$ cat config.mk
export PLATFORM = sky130hd
export DESIGN_NAME = circular_event_log
export DESIGN_NICKNAME = d
export VERILOG_FILES = /design/src/rtl/core/cel_pkg.sv /design/src/rtl/core/cel_ring.sv /design/src/rtl/core/circular_event_log.sv
export SDC_FILE = /design/constraint.sdc
export NUM_CORES = 2
export LEC_CHECK = 0
export ABC_AREA = 1
export ABC_CLOCK_PERIOD_IN_PS = 7000
export BUFFER_PORTS_ARGS = -buffer_cell sky130_fd_sc_hd__clkbuf_2
export CAP_MARGIN = 20
export CORE_ASPECT_RATIO = 1.25
export CORE_MARGIN = 3
export CORE_UTILIZATION = 25
export DETAILED_ROUTE_END_ITERATION = 7
export GPL_TIMING_DRIVEN = 1
export PLACE_DENSITY = 0.48
export SETUP_SLACK_MARGIN = 0.5
export SYNTH_ARGS = -nofsm -noshare
export SYNTH_HDL_FRONTEND = slang
export SYNTH_SLANG_ARGS = --single-unit
$ cat constraint.sdc
create_clock -name clock -period 7 [get_ports clock]
set_input_delay 1.4 -clock clock [delete_from_list [all_inputs] [get_ports clock]]
set_output_delay 1.4 -clock clock [all_outputs]
set_load 0.005 [all_outputs]
$ cat src/rtl/core/cel_pkg.sv
// ----------------------------------------------------------------------------
// cel_pkg
// Shared types, operation codes and a helper function for the circular event log.
// ----------------------------------------------------------------------------
package cel_pkg;

   localparam int unsigned DefaultLogDepth = 32;
   localparam int unsigned AgeWidth        = 6;

   typedef enum logic [1:0] {
      OP_RECORD   = 2'd0,
      OP_SNAPSHOT = 2'd1,
      OP_CLEAR    = 2'd2
   } op_type;

   typedef struct packed {
      logic [1:0]         op;
      logic [7:0]         event_kind;
      logic signed [15:0] battery_in;
      logic               external_power;
      logic [31:0]        timestamp;
      logic [7:0]         reset_cause;
      logic [15:0]        max_entries;
   } req_type;

   typedef struct packed {
      logic                has_entry;
      logic [AgeWidth-1:0] entry_age;
      logic [7:0]          kind_out;
      logic signed [7:0]   battery_out;
      logic                power_out;
      logic [31:0]         time_out;
      logic [7:0]          reason_out;
      logic [31:0]         total_writes;
      logic                last;
   } rsp_type;

   typedef struct packed {
      logic [31:0]       time_val;
      logic [7:0]        kind;
      logic signed [7:0] battery;
      logic              power;
      logic [7:0]        reason;
   } entry_type;

   // Negative readings become -1, readings above 100 saturate at 100.
   function automatic logic signed [7:0] clamp_battery(input logic signed [15:0] raw);
      logic signed [7:0] result;
      if (raw[15]) begin
         result = -8'sd1;
      end else if (raw > 16'sd100) begin
         result = 8'sd100;
      end else begin
         result = signed'(raw[7:0]);
      end
      return result;
   endfunction

endpackage

$ cat src/rtl/core/cel_ring.sv
// ----------------------------------------------------------------------------
// cel_ring
// Event record store: one write port and one read port with registered data.
// ----------------------------------------------------------------------------
module cel_ring
   import cel_pkg::*;
#(
   parameter int unsigned DEPTH = DefaultLogDepth,
   parameter int unsigned AW    = (DEPTH > 1) ? $clog2(DEPTH) : 1
) (
   input  logic          clock,
   input  logic          wr_en,
   input  logic [AW-1:0] wr_addr,
   input  entry_type     wr_data,
   input  logic          rd_en,
   input  logic [AW-1:0] rd_addr,
   output entry_type     rd_data
);

   entry_type mem_ff [DEPTH];
   entry_type rd_data_ff;

   always_ff @(posedge clock) begin
      if (wr_en) begin
         mem_ff[wr_addr] <= wr_data;
      end
   end

   always_ff @(posedge clock) begin
      if (rd_en) begin
         rd_data_ff <= mem_ff[rd_addr];
      end
   end

   assign rd_data = rd_data_ff;

endmodule

$ cat src/rtl/core/circular_event_log.sv
// ----------------------------------------------------------------------------
// circular_event_log
// Ring of power event records with a 32-bit write counter and newest-first
// snapshot readout.
//
//   Channel   Direction  Signals                          Payload
//   req       in         req_valid, req_ready, req_data   req_type
//   rsp       out        rsp_valid, rsp_ready, rsp_data   rsp_type
//
// Records and clears are handled in S_IDLE. A snapshot reads the newest entry
// in S_IDLE and hands out results from S_LOAD: the store has one read port, so
// one entry is read per cycle, and a stalled result holds the run. Reset clears
// the counter, write pointer, state and output valid only; the store needs no
// clearing pass, as only written entries are ever read.
// ----------------------------------------------------------------------------
module circular_event_log
   import cel_pkg::*;
#(
   parameter int unsigned LOG_DEPTH = DefaultLogDepth
) (
   input  logic    clock,
   input  logic    reset,
   input  logic    req_valid,
   output logic    req_ready,
   input  req_type req_data,
   output logic    rsp_valid,
   input  logic    rsp_ready,
   output rsp_type rsp_data
);

   localparam int unsigned AW = (LOG_DEPTH > 1) ? $clog2(LOG_DEPTH) : 1;
   localparam int unsigned CW = $clog2(LOG_DEPTH + 1);

   typedef enum logic {
      S_IDLE,
      S_LOAD
   } state_type;

   state_type       state_ff, state_in;
   logic [31:0]     write_count_ff, write_count_in;
   logic [AW-1:0]   wptr_ff, wptr_in;
   logic [AW-1:0]   rd_ptr_ff, rd_ptr_in;
   logic [CW-1:0]   remain_ff, remain_in;
   logic [AgeWidth-1:0] age_ff, age_in;
   logic            empty_ff, empty_in;
   logic [31:0]     total_ff, total_in;
   logic            rsp_valid_ff, rsp_valid_in;
   rsp_type         rsp_data_ff, rsp_data_in;

   logic            wr_en;
   logic            rd_en;
   logic [AW-1:0]   rd_addr;
   entry_type       wr_data;
   entry_type       rd_data;
   logic [CW-1:0]   held;
   logic [CW-1:0]   run_len;
   logic            rsp_free;

   cel_ring #(
      .DEPTH (LOG_DEPTH),
      .AW    (AW)
   ) u_ring (
      .clock   (clock),
      .wr_en   (wr_en),
      .wr_addr (wptr_ff),
      .wr_data (wr_data),
      .rd_en   (rd_en),
      .rd_addr (rd_addr),
      .rd_data (rd_data)
   );

   assign req_ready = (state_ff == S_IDLE);
   assign rsp_valid = rsp_valid_ff;
   assign rsp_data  = rsp_data_ff;
   assign rsp_free  = !rsp_valid_ff || rsp_ready;

   assign wr_data.time_val = req_data.timestamp;
   assign wr_data.kind     = req_data.event_kind;
   assign wr_data.battery  = clamp_battery(req_data.battery_in);
   assign wr_data.power    = req_data.external_power;
   assign wr_data.reason   = req_data.reset_cause;

   assign held    = (write_count_ff < 32'(LOG_DEPTH)) ? CW'(write_count_ff) : CW'(LOG_DEPTH);
   assign run_len = (16'(held) < req_data.max_entries) ? held : CW'(req_data.max_entries);

   always_comb begin
      state_in       = state_ff;
      write_count_in = write_count_ff;
      wptr_in        = wptr_ff;
      rd_ptr_in      = rd_ptr_ff;
      remain_in      = remain_ff;
      age_in         = age_ff;
      empty_in       = empty_ff;
      total_in       = total_ff;
      rsp_valid_in   = rsp_valid_ff;
      rsp_data_in    = rsp_data_ff;
      wr_en          = 1'b0;
      rd_en          = 1'b0;
      rd_addr        = rd_ptr_ff;

      if (rsp_valid_ff && rsp_ready) begin
         rsp_valid_in = 1'b0;
      end

      case (state_ff)
         S_IDLE: begin
            if (req_valid) begin
               case (req_data.op)
                  OP_RECORD: begin
                     wr_en = 1'b1;
                     if (write_count_ff == '1) begin
                        write_count_in = '0;
                        wptr_in        = '0;
                     end else begin
                        write_count_in = write_count_ff + 32'd1;
                        wptr_in = (wptr_ff == AW'(LOG_DEPTH - 1)) ? '0 : wptr_ff + AW'(1);
                     end
                  end
                  OP_SNAPSHOT: begin
                     total_in  = write_count_ff;
                     age_in    = '0;
                     remain_in = run_len;
                     empty_in  = (run_len == '0);
                     rd_addr   = (wptr_ff == '0) ? AW'(LOG_DEPTH - 1) : wptr_ff - AW'(1);
                     rd_en     = (run_len != '0);
                     rd_ptr_in = rd_addr;
                     state_in  = S_LOAD;
                  end
                  OP_CLEAR: begin
                     write_count_in = '0;
                     wptr_in        = '0;
                  end
                  default: begin
                  end
               endcase
            end
         end
         S_LOAD: begin
            if (rsp_free) begin
               rsp_valid_in = 1'b1;
               rsp_data_in.total_writes = total_ff;
               if (empty_ff) begin
                  rsp_data_in.has_entry   = 1'b0;
                  rsp_data_in.entry_age   = '0;
                  rsp_data_in.kind_out    = '0;
                  rsp_data_in.battery_out = '0;
                  rsp_data_in.power_out   = 1'b0;
                  rsp_data_in.time_out    = '0;
                  rsp_data_in.reason_out  = '0;
                  rsp_data_in.last        = 1'b1;
                  state_in                = S_IDLE;
               end else begin
                  rsp_data_in.has_entry   = 1'b1;
                  rsp_data_in.entry_age   = age_ff;
                  rsp_data_in.kind_out    = rd_data.kind;
                  rsp_data_in.battery_out = rd_data.battery;
                  rsp_data_in.power_out   = rd_data.power;
                  rsp_data_in.time_out    = rd_data.time_val;
                  rsp_data_in.reason_out  = rd_data.reason;
                  rsp_data_in.last        = (remain_ff == CW'(1));
                  if (remain_ff == CW'(1)) begin
                     state_in = S_IDLE;
                  end else begin
                     remain_in = remain_ff - CW'(1);
                     age_in    = age_ff + AgeWidth'(1);
                     rd_addr   = (rd_ptr_ff == '0) ? AW'(LOG_DEPTH - 1) : rd_ptr_ff - AW'(1);
                     rd_en     = 1'b1;
                     rd_ptr_in = rd_addr;
                  end
               end
            end
         end
         default: begin
            state_in = S_IDLE;
         end
      endcase
   end

   always_ff @(posedge clock) begin
      if (reset) begin
         state_ff       <= S_IDLE;
         write_count_ff <= '0;
         wptr_ff        <= '0;
         rsp_valid_ff   <= 1'b0;
      end else begin
         state_ff       <= state_in;
         write_count_ff <= write_count_in;
         wptr_ff        <= wptr_in;
         rsp_valid_ff   <= rsp_valid_in;
      end
      rd_ptr_ff   <= rd_ptr_in;
      remain_ff   <= remain_in;
      age_ff      <= age_in;
      empty_ff    <= empty_in;
      total_ff    <= total_in;
      rsp_data_ff <= rsp_data_in;
   end

`ifndef SYNTHESIS
   a_empty_is_last: assert property (@(posedge clock) disable iff (reset)
      (rsp_valid && !rsp_data.has_entry) |-> rsp_data.last)
      else $error("empty snapshot result without last");

   a_count_frozen_in_run: assert property (@(posedge clock) disable iff (reset)
      (state_ff == S_LOAD) |=> $stable(write_count_ff))
      else $error("write counter changed during a snapshot run");

   a_total_matches_count: assert property (@(posedge clock) disable iff (reset)
      (state_ff == S_LOAD) |-> (total_ff == write_count_ff))
      else $error("snapshot total does not match the write counter");

   a_remain_nonzero: assert property (@(posedge clock) disable iff (reset)
      (state_ff == S_LOAD && !empty_ff) |-> (remain_ff != '0))
      else $error("snapshot run with no entries left");
`endif

endmodule
-- Yosys cells after proc, flatten, opt, wreduce, memory -nomap -nowiden
Memories as Yosys holds them, arrays and structs flattened. A register that Yosys moved wholly into a read port is not among the register bits.
Cells that the tools add are included.
- equality and inequality tests: 10
- order comparisons: 3
- add/sub/neg operators: 6
- reduce and logical (&&, ||, !) cells: 13
- mux-type cells: 48
- bitwise logic cells: 1
- operator list (kind ; number):
    2-to-1 mux 6 bit ; 12
    2-to-1 mux 64 bit ; 1
    case mux 32 bit (2 select lines) ; 1
    2-to-1 mux 5 bit ; 9
    adder 32 x 1 -> 32 bit (second input constant) ; 1
    == test 32 bit (second input constant) ; 1
    less-than comparator 32 x 6 -> 1 bit (second input constant) ; 1
    2-to-1 mux 32 bit ; 1
    case mux 6 bit (2 select lines) ; 2
    case mux 5 bit (2 select lines) ; 2
    > comparator 16 x 8 -> 1 bit (second input constant) ; 1
    less-than comparator 6 x 16 -> 1 bit ; 1
    2-to-1 mux 1 bit ; 16
    2-to-1 mux 8 bit ; 2
    logical NOT 5 bit ; 2
    subtractor 5 x 1 -> 5 bit (second input constant) ; 2
    adder 6 x 1 -> 6 bit (second input constant) ; 1
    == test 6 x 1 -> 1 bit (second input constant) ; 1
    logical NOT 6 bit ; 1
    inequality test 2 bit (second input constant) ; 3
    AND reduction 3 bit ; 2
    nonzero test 6 bit ; 1
    subtractor 6 x 1 -> 6 bit (second input constant) ; 1
    adder 5 x 1 -> 5 bit (second input constant) ; 1
    other kinds (13) ; 15
- register bits: 186
- logic and storage cells: 100
- output and inout port bits: 99
- memories: 1
- RAM bits: 1824
- input port bits: 87
- memory list (name ; words ; bits a word ; rd ports ; clocked after memory_dff ; wr ports ; RTL line ; RTL):
    u_ring.mem_ff ; 32 ; 57 ; 1 ; 1 ; 1 ; cel_ring.sv:20 ; entry_type mem_ff [DEPTH];

-- Longest topological paths before layout
- depth after elaboration: 8
- mapped depth: 23
- gate-level depth less buffers: 22

-- Modules after synthesis
Synthesis repeated with hierarchy kept, for this count alone.
- cell total of the unflattened synthesis: 7063
- area total of the unflattened synthesis: 83396.2 µm²
- by module, submodules not included (module ; area each (µm²) ; times used ; sequential area each (µm²) ; cells each):
    cel_ring ; 75353.5 ; 1 ; 56484.2 ; 6259
    circular_event_log ; 8042.7 ; 1 ; 5144.9 ; 804

-- Least setup slack after synthesis
OpenSTA, ideal clock, no wires.
- path kind: input-to-reg
- from: input port rsp_ready
- to: register state_ff
- data arrival time: 5.845 ns
- stages on the path: 3
- required time: 6.664 ns
- setup time: 0.336 ns
- buffers on the path: 0
- setup slack: 0.818 ns
- cells stage by stage: nor2_1 nor2_1 a211oi_1
- cells in the longest elaborated chain, start to end: 3
- ends and longest elaborated chain (element ; RTL line ; RTL):
    from (decl) ; circular_event_log.sv:27 ; input logic rsp_ready,
    logical OR 1 bit ; circular_event_log.sv:75 ; assign rsp_free = !rsp_valid_ff || rsp_ready;
    2-to-1 mux 1 bit ; circular_event_log.sv:139 ; if (rsp_free) begin
    case mux 1 bit (2 select lines) ; circular_event_log.sv:105 ; case (state_ff)
    to (signal assigned) ; circular_event_log.sv:186 ; state_ff <= state_in;
    to (decl) ; circular_event_log.sv:39 ; state_type state_ff, state_in;
Every way passes these cells.
A chain may end at the register's enable or synchronous reset.

-- Worst setup path in the final report
- from: input port rsp_ready
- to: register u_ring.rd_data[53] (netlist name)
- cells in the longest elaborated chain, start to end: 3
- elaborated cells on any way between the ends: 5
- those cells by class: mux (4); reduce/logical (1)
- ends and longest elaborated chain (element ; RTL line):
    logical OR 1 bit * ; circular_event_log.sv:75
    2-to-1 mux 5 bit / 2-to-1 mux 1 bit (equally long branches) ; n/a
    case mux 5 bit (2 select lines) / case mux 1 bit (2 select lines) (equally long branches) ; circular_event_log.sv:105
Mark *: on every way between the ends. The rest lies on a longest branch, timed or not.

==> reports/metrics.cfg <==
[cts]
hold_buffers = 0
clockBufferDepth = 4
postCtsSetupBuffers = 0
tritoncts = built
cts.sinks = 2067
root_buffer = clkbuf_16
htreeDepth = 4
clk_pin_slew_ps = 60
cts_buffers = 208
cts_resized = 0
clock_latency_ps = 890

[pwr]
p_leak_nw = 30.82
vdd_ir_drop_max_uv = 208.3
p_total_w = 0.02893
powerDensity_nw_per_um2 = 298.6

[final_layout]
layout_commonest_cell = edfxtp_1
final_cell_mix = edfxtp_1, o211ai_1, nor2_1
nFillCells = 33380
multi_input_area_sq_um = 19500
seq_area_sq_um = 61630
fin_nets = 6196
syn_to_final_growth_pct = 15.84
drive_above_1_share_pct = 17.03

[floorplanning]
rows = 236
die_w_um = 523.3
start_util_pct = 25.20
die_area_sq_um = 341600
core_sq_um = 331900
io_pins = 186
chipHeight_um = 652.7

[route]
dr.pass1.iters = 6
dr_wl_met2_um = 126900
via_per_inst = 4.749
wl_per_cell_um = 24.04
drc = 0
routed_wl_um = 256300
dr_wl_met3_um = 12120
top_layer = met5
drtIter0Drc = 4142
ant_nets = 0
vias = 50650
wl_met1_um = 110400

[synthesis]
ys_types = 51
yosys.area.top_type = edfxtp_1
synth_nets = 6058
yosysWarnings = 0
synth_area_leaders = edfxtp_1, o211ai_1, nor2_1
seq_area_frac_synth_pct = 73.69
synth_top_area_share_pct = 72.63
synth_seq_cells = 2067
syn_area_per_cell_sq_um = 14.04
syn_area_sq_um = 83640
synthCells = 5955

[sta]
rsz0062_at_grt = no
finalCriticalPeriod_ps = 4383
fin_hold_ws_ps = 417.8
hold_viol_final = 0
final.setup_skew_ps = 88.69
period_share_pct = 62.61
tightest_slew_ps = 1189
setup_tns_ps = 0
final-setup-viol-count = 0
slew_viol_final = 0
fmax_mhz = 228.2
relSlewSlack_pct = 20.58

[global_route]
grt_pass1_wl_um = 368100
antenna_found_initial = 18
grt_max_degree = 192
grtUsageTotal_pct = 14.56
grt_pass1_vias = 50570
grt_overflow_total = 0

[critical_path]
worstPathMaxFanout = 161
worst-setup-path-type = in -> reg
crit_path_start_kind = input port
reg2regPathDepth = 16
endpoint_kind = flop
crit_path_frequent_cell = nand2_1
critical_path_cell_count = 16
slowest_stage = nand2_8
required_ps = 7560
path_buf_inv = 4
path_cells = clkbuf_2 > nor2_1 > inv_1 > nand3_4 > nor2_1 > nor2_2 > nand3_1 > nand2_8 > inv_16 > buf_12 > o211ai_1 > o211ai_1 > nand3_1 > nand2_1 > nand2_1 > nand2_1
critical_path.top_delay_family = simple AND/OR/NAND/NOR gates
cp.arrival_ps = 4940
crit_path_max_incr_delay_ps = 490

[hold_path]
whs_path_depth = 0
hp-class = reg -> reg

[place]
gp_congestion = 0.7628
portBuffers = 185
place_hpwl_um = 129700

[outcome]
status = finished clean

[run]
maxCapViolations = 0

kinds of logic (layout without fill, tap and decap cells):
group,after synthesis,after routing,synth area share (%)
other,0,9,0
flip-flops,2067,2067,73.69
buffers and inverters,580,877,3.362
AO/OA/AOI/OAI,1455,1455,12.41
adder cells (fa/ha/maj),16,16,0.2394
XOR/XNOR,16,16,0.1676
AND/OR/NAND/NOR,1821,1821,10.13
per-layer routing:
metal	global-route usage [%]	up-vias
met5	0	-
met4	4.049	10
met3	1.827	395
met2	25.14	1339
met1	19.09	26250
li1	-	22660
report_power, final:
part | internal, W | switching, W | leakage (nW)
Sequential | 0.0137 | 0.0000292 | 18.9
Combinational | 0.00128 | 0.00294 | 8.73
Clock | 0.00620 | 0.00479 | 3.20
layout make-up:
type,instances,share of cell area (%)
Tap cell,4403,5.686
Clock buffer,251,5.636
Clock inverter,118,1.117
Multi-Input combinational cell,3308,20.13
Timing Repair Buffer,337,3.094
Antenna cell,9,0.02325
Inverter,171,0.7025
Sequential cell,2067,63.61
flip-flops by register name (all words and copies together), names as in the netlist, 5 cells and up:
register and cells:
u_ring.rd_data 57, rd_ptr_ff 5, write_count_ff 32, u_ring.mem_ff 1824
wptr_ff 5, total_ff 32, remain_ff 6, rsp_data 97
age_ff 6
cells in the mapped netlist (all sizes together):
master,count
a2111oi,1
a211oi,4
a21o,1
a21oi,37
a22oi,3
a31oi,5
a32oi,1
buf,250
clkbuf,159
clkinv,1
dfxtp,44
edfxtp,2023
ha,16
inv,170
nand2,420
nand3,269
nand3b,1
nand4,10
nor2,627
nor3,22
nor3b,2
nor4,10
o211ai,914
o21ai,482
o221ai,1
o22ai,3
o311ai,1
o31ai,2
or2,460
xnor2,3
xor2,13
worst paths after layout:
check                          from                      endpoint  slack (ps)
min reg2reg  total_ff[11]$_DFFE_PP_        rsp_data[12]$_DFFE_PP_         420
max reg2reg    rsp_valid$_SDFF_PP0_  u_ring.rd_data[53]$_DFFE_PP_        2940
max                       rsp_ready  u_ring.rd_data[53]$_DFFE_PP_        2620
min          total_ff[11]$_DFFE_PP_        rsp_data[12]$_DFFE_PP_         420
through the flow:
step | instances | util, % | area (sq um) | setup WS, ps
2_1_floorplan | 5955 | - | 83640 | 818.3
6_report | 10660 | 29.19 | 96890 | 2617
4_1_cts | 10650 | 29.17 | 96820 | 2836
3_3_place_gp | 10280 | 27.15 | 90120 | 1928
5_1_grt | 10660 | 29.19 | 96880 | 2546
3_5_place_dp | 10280 | 27.20 | 90270 | 1925
Power figures use the tool's default switching activity.
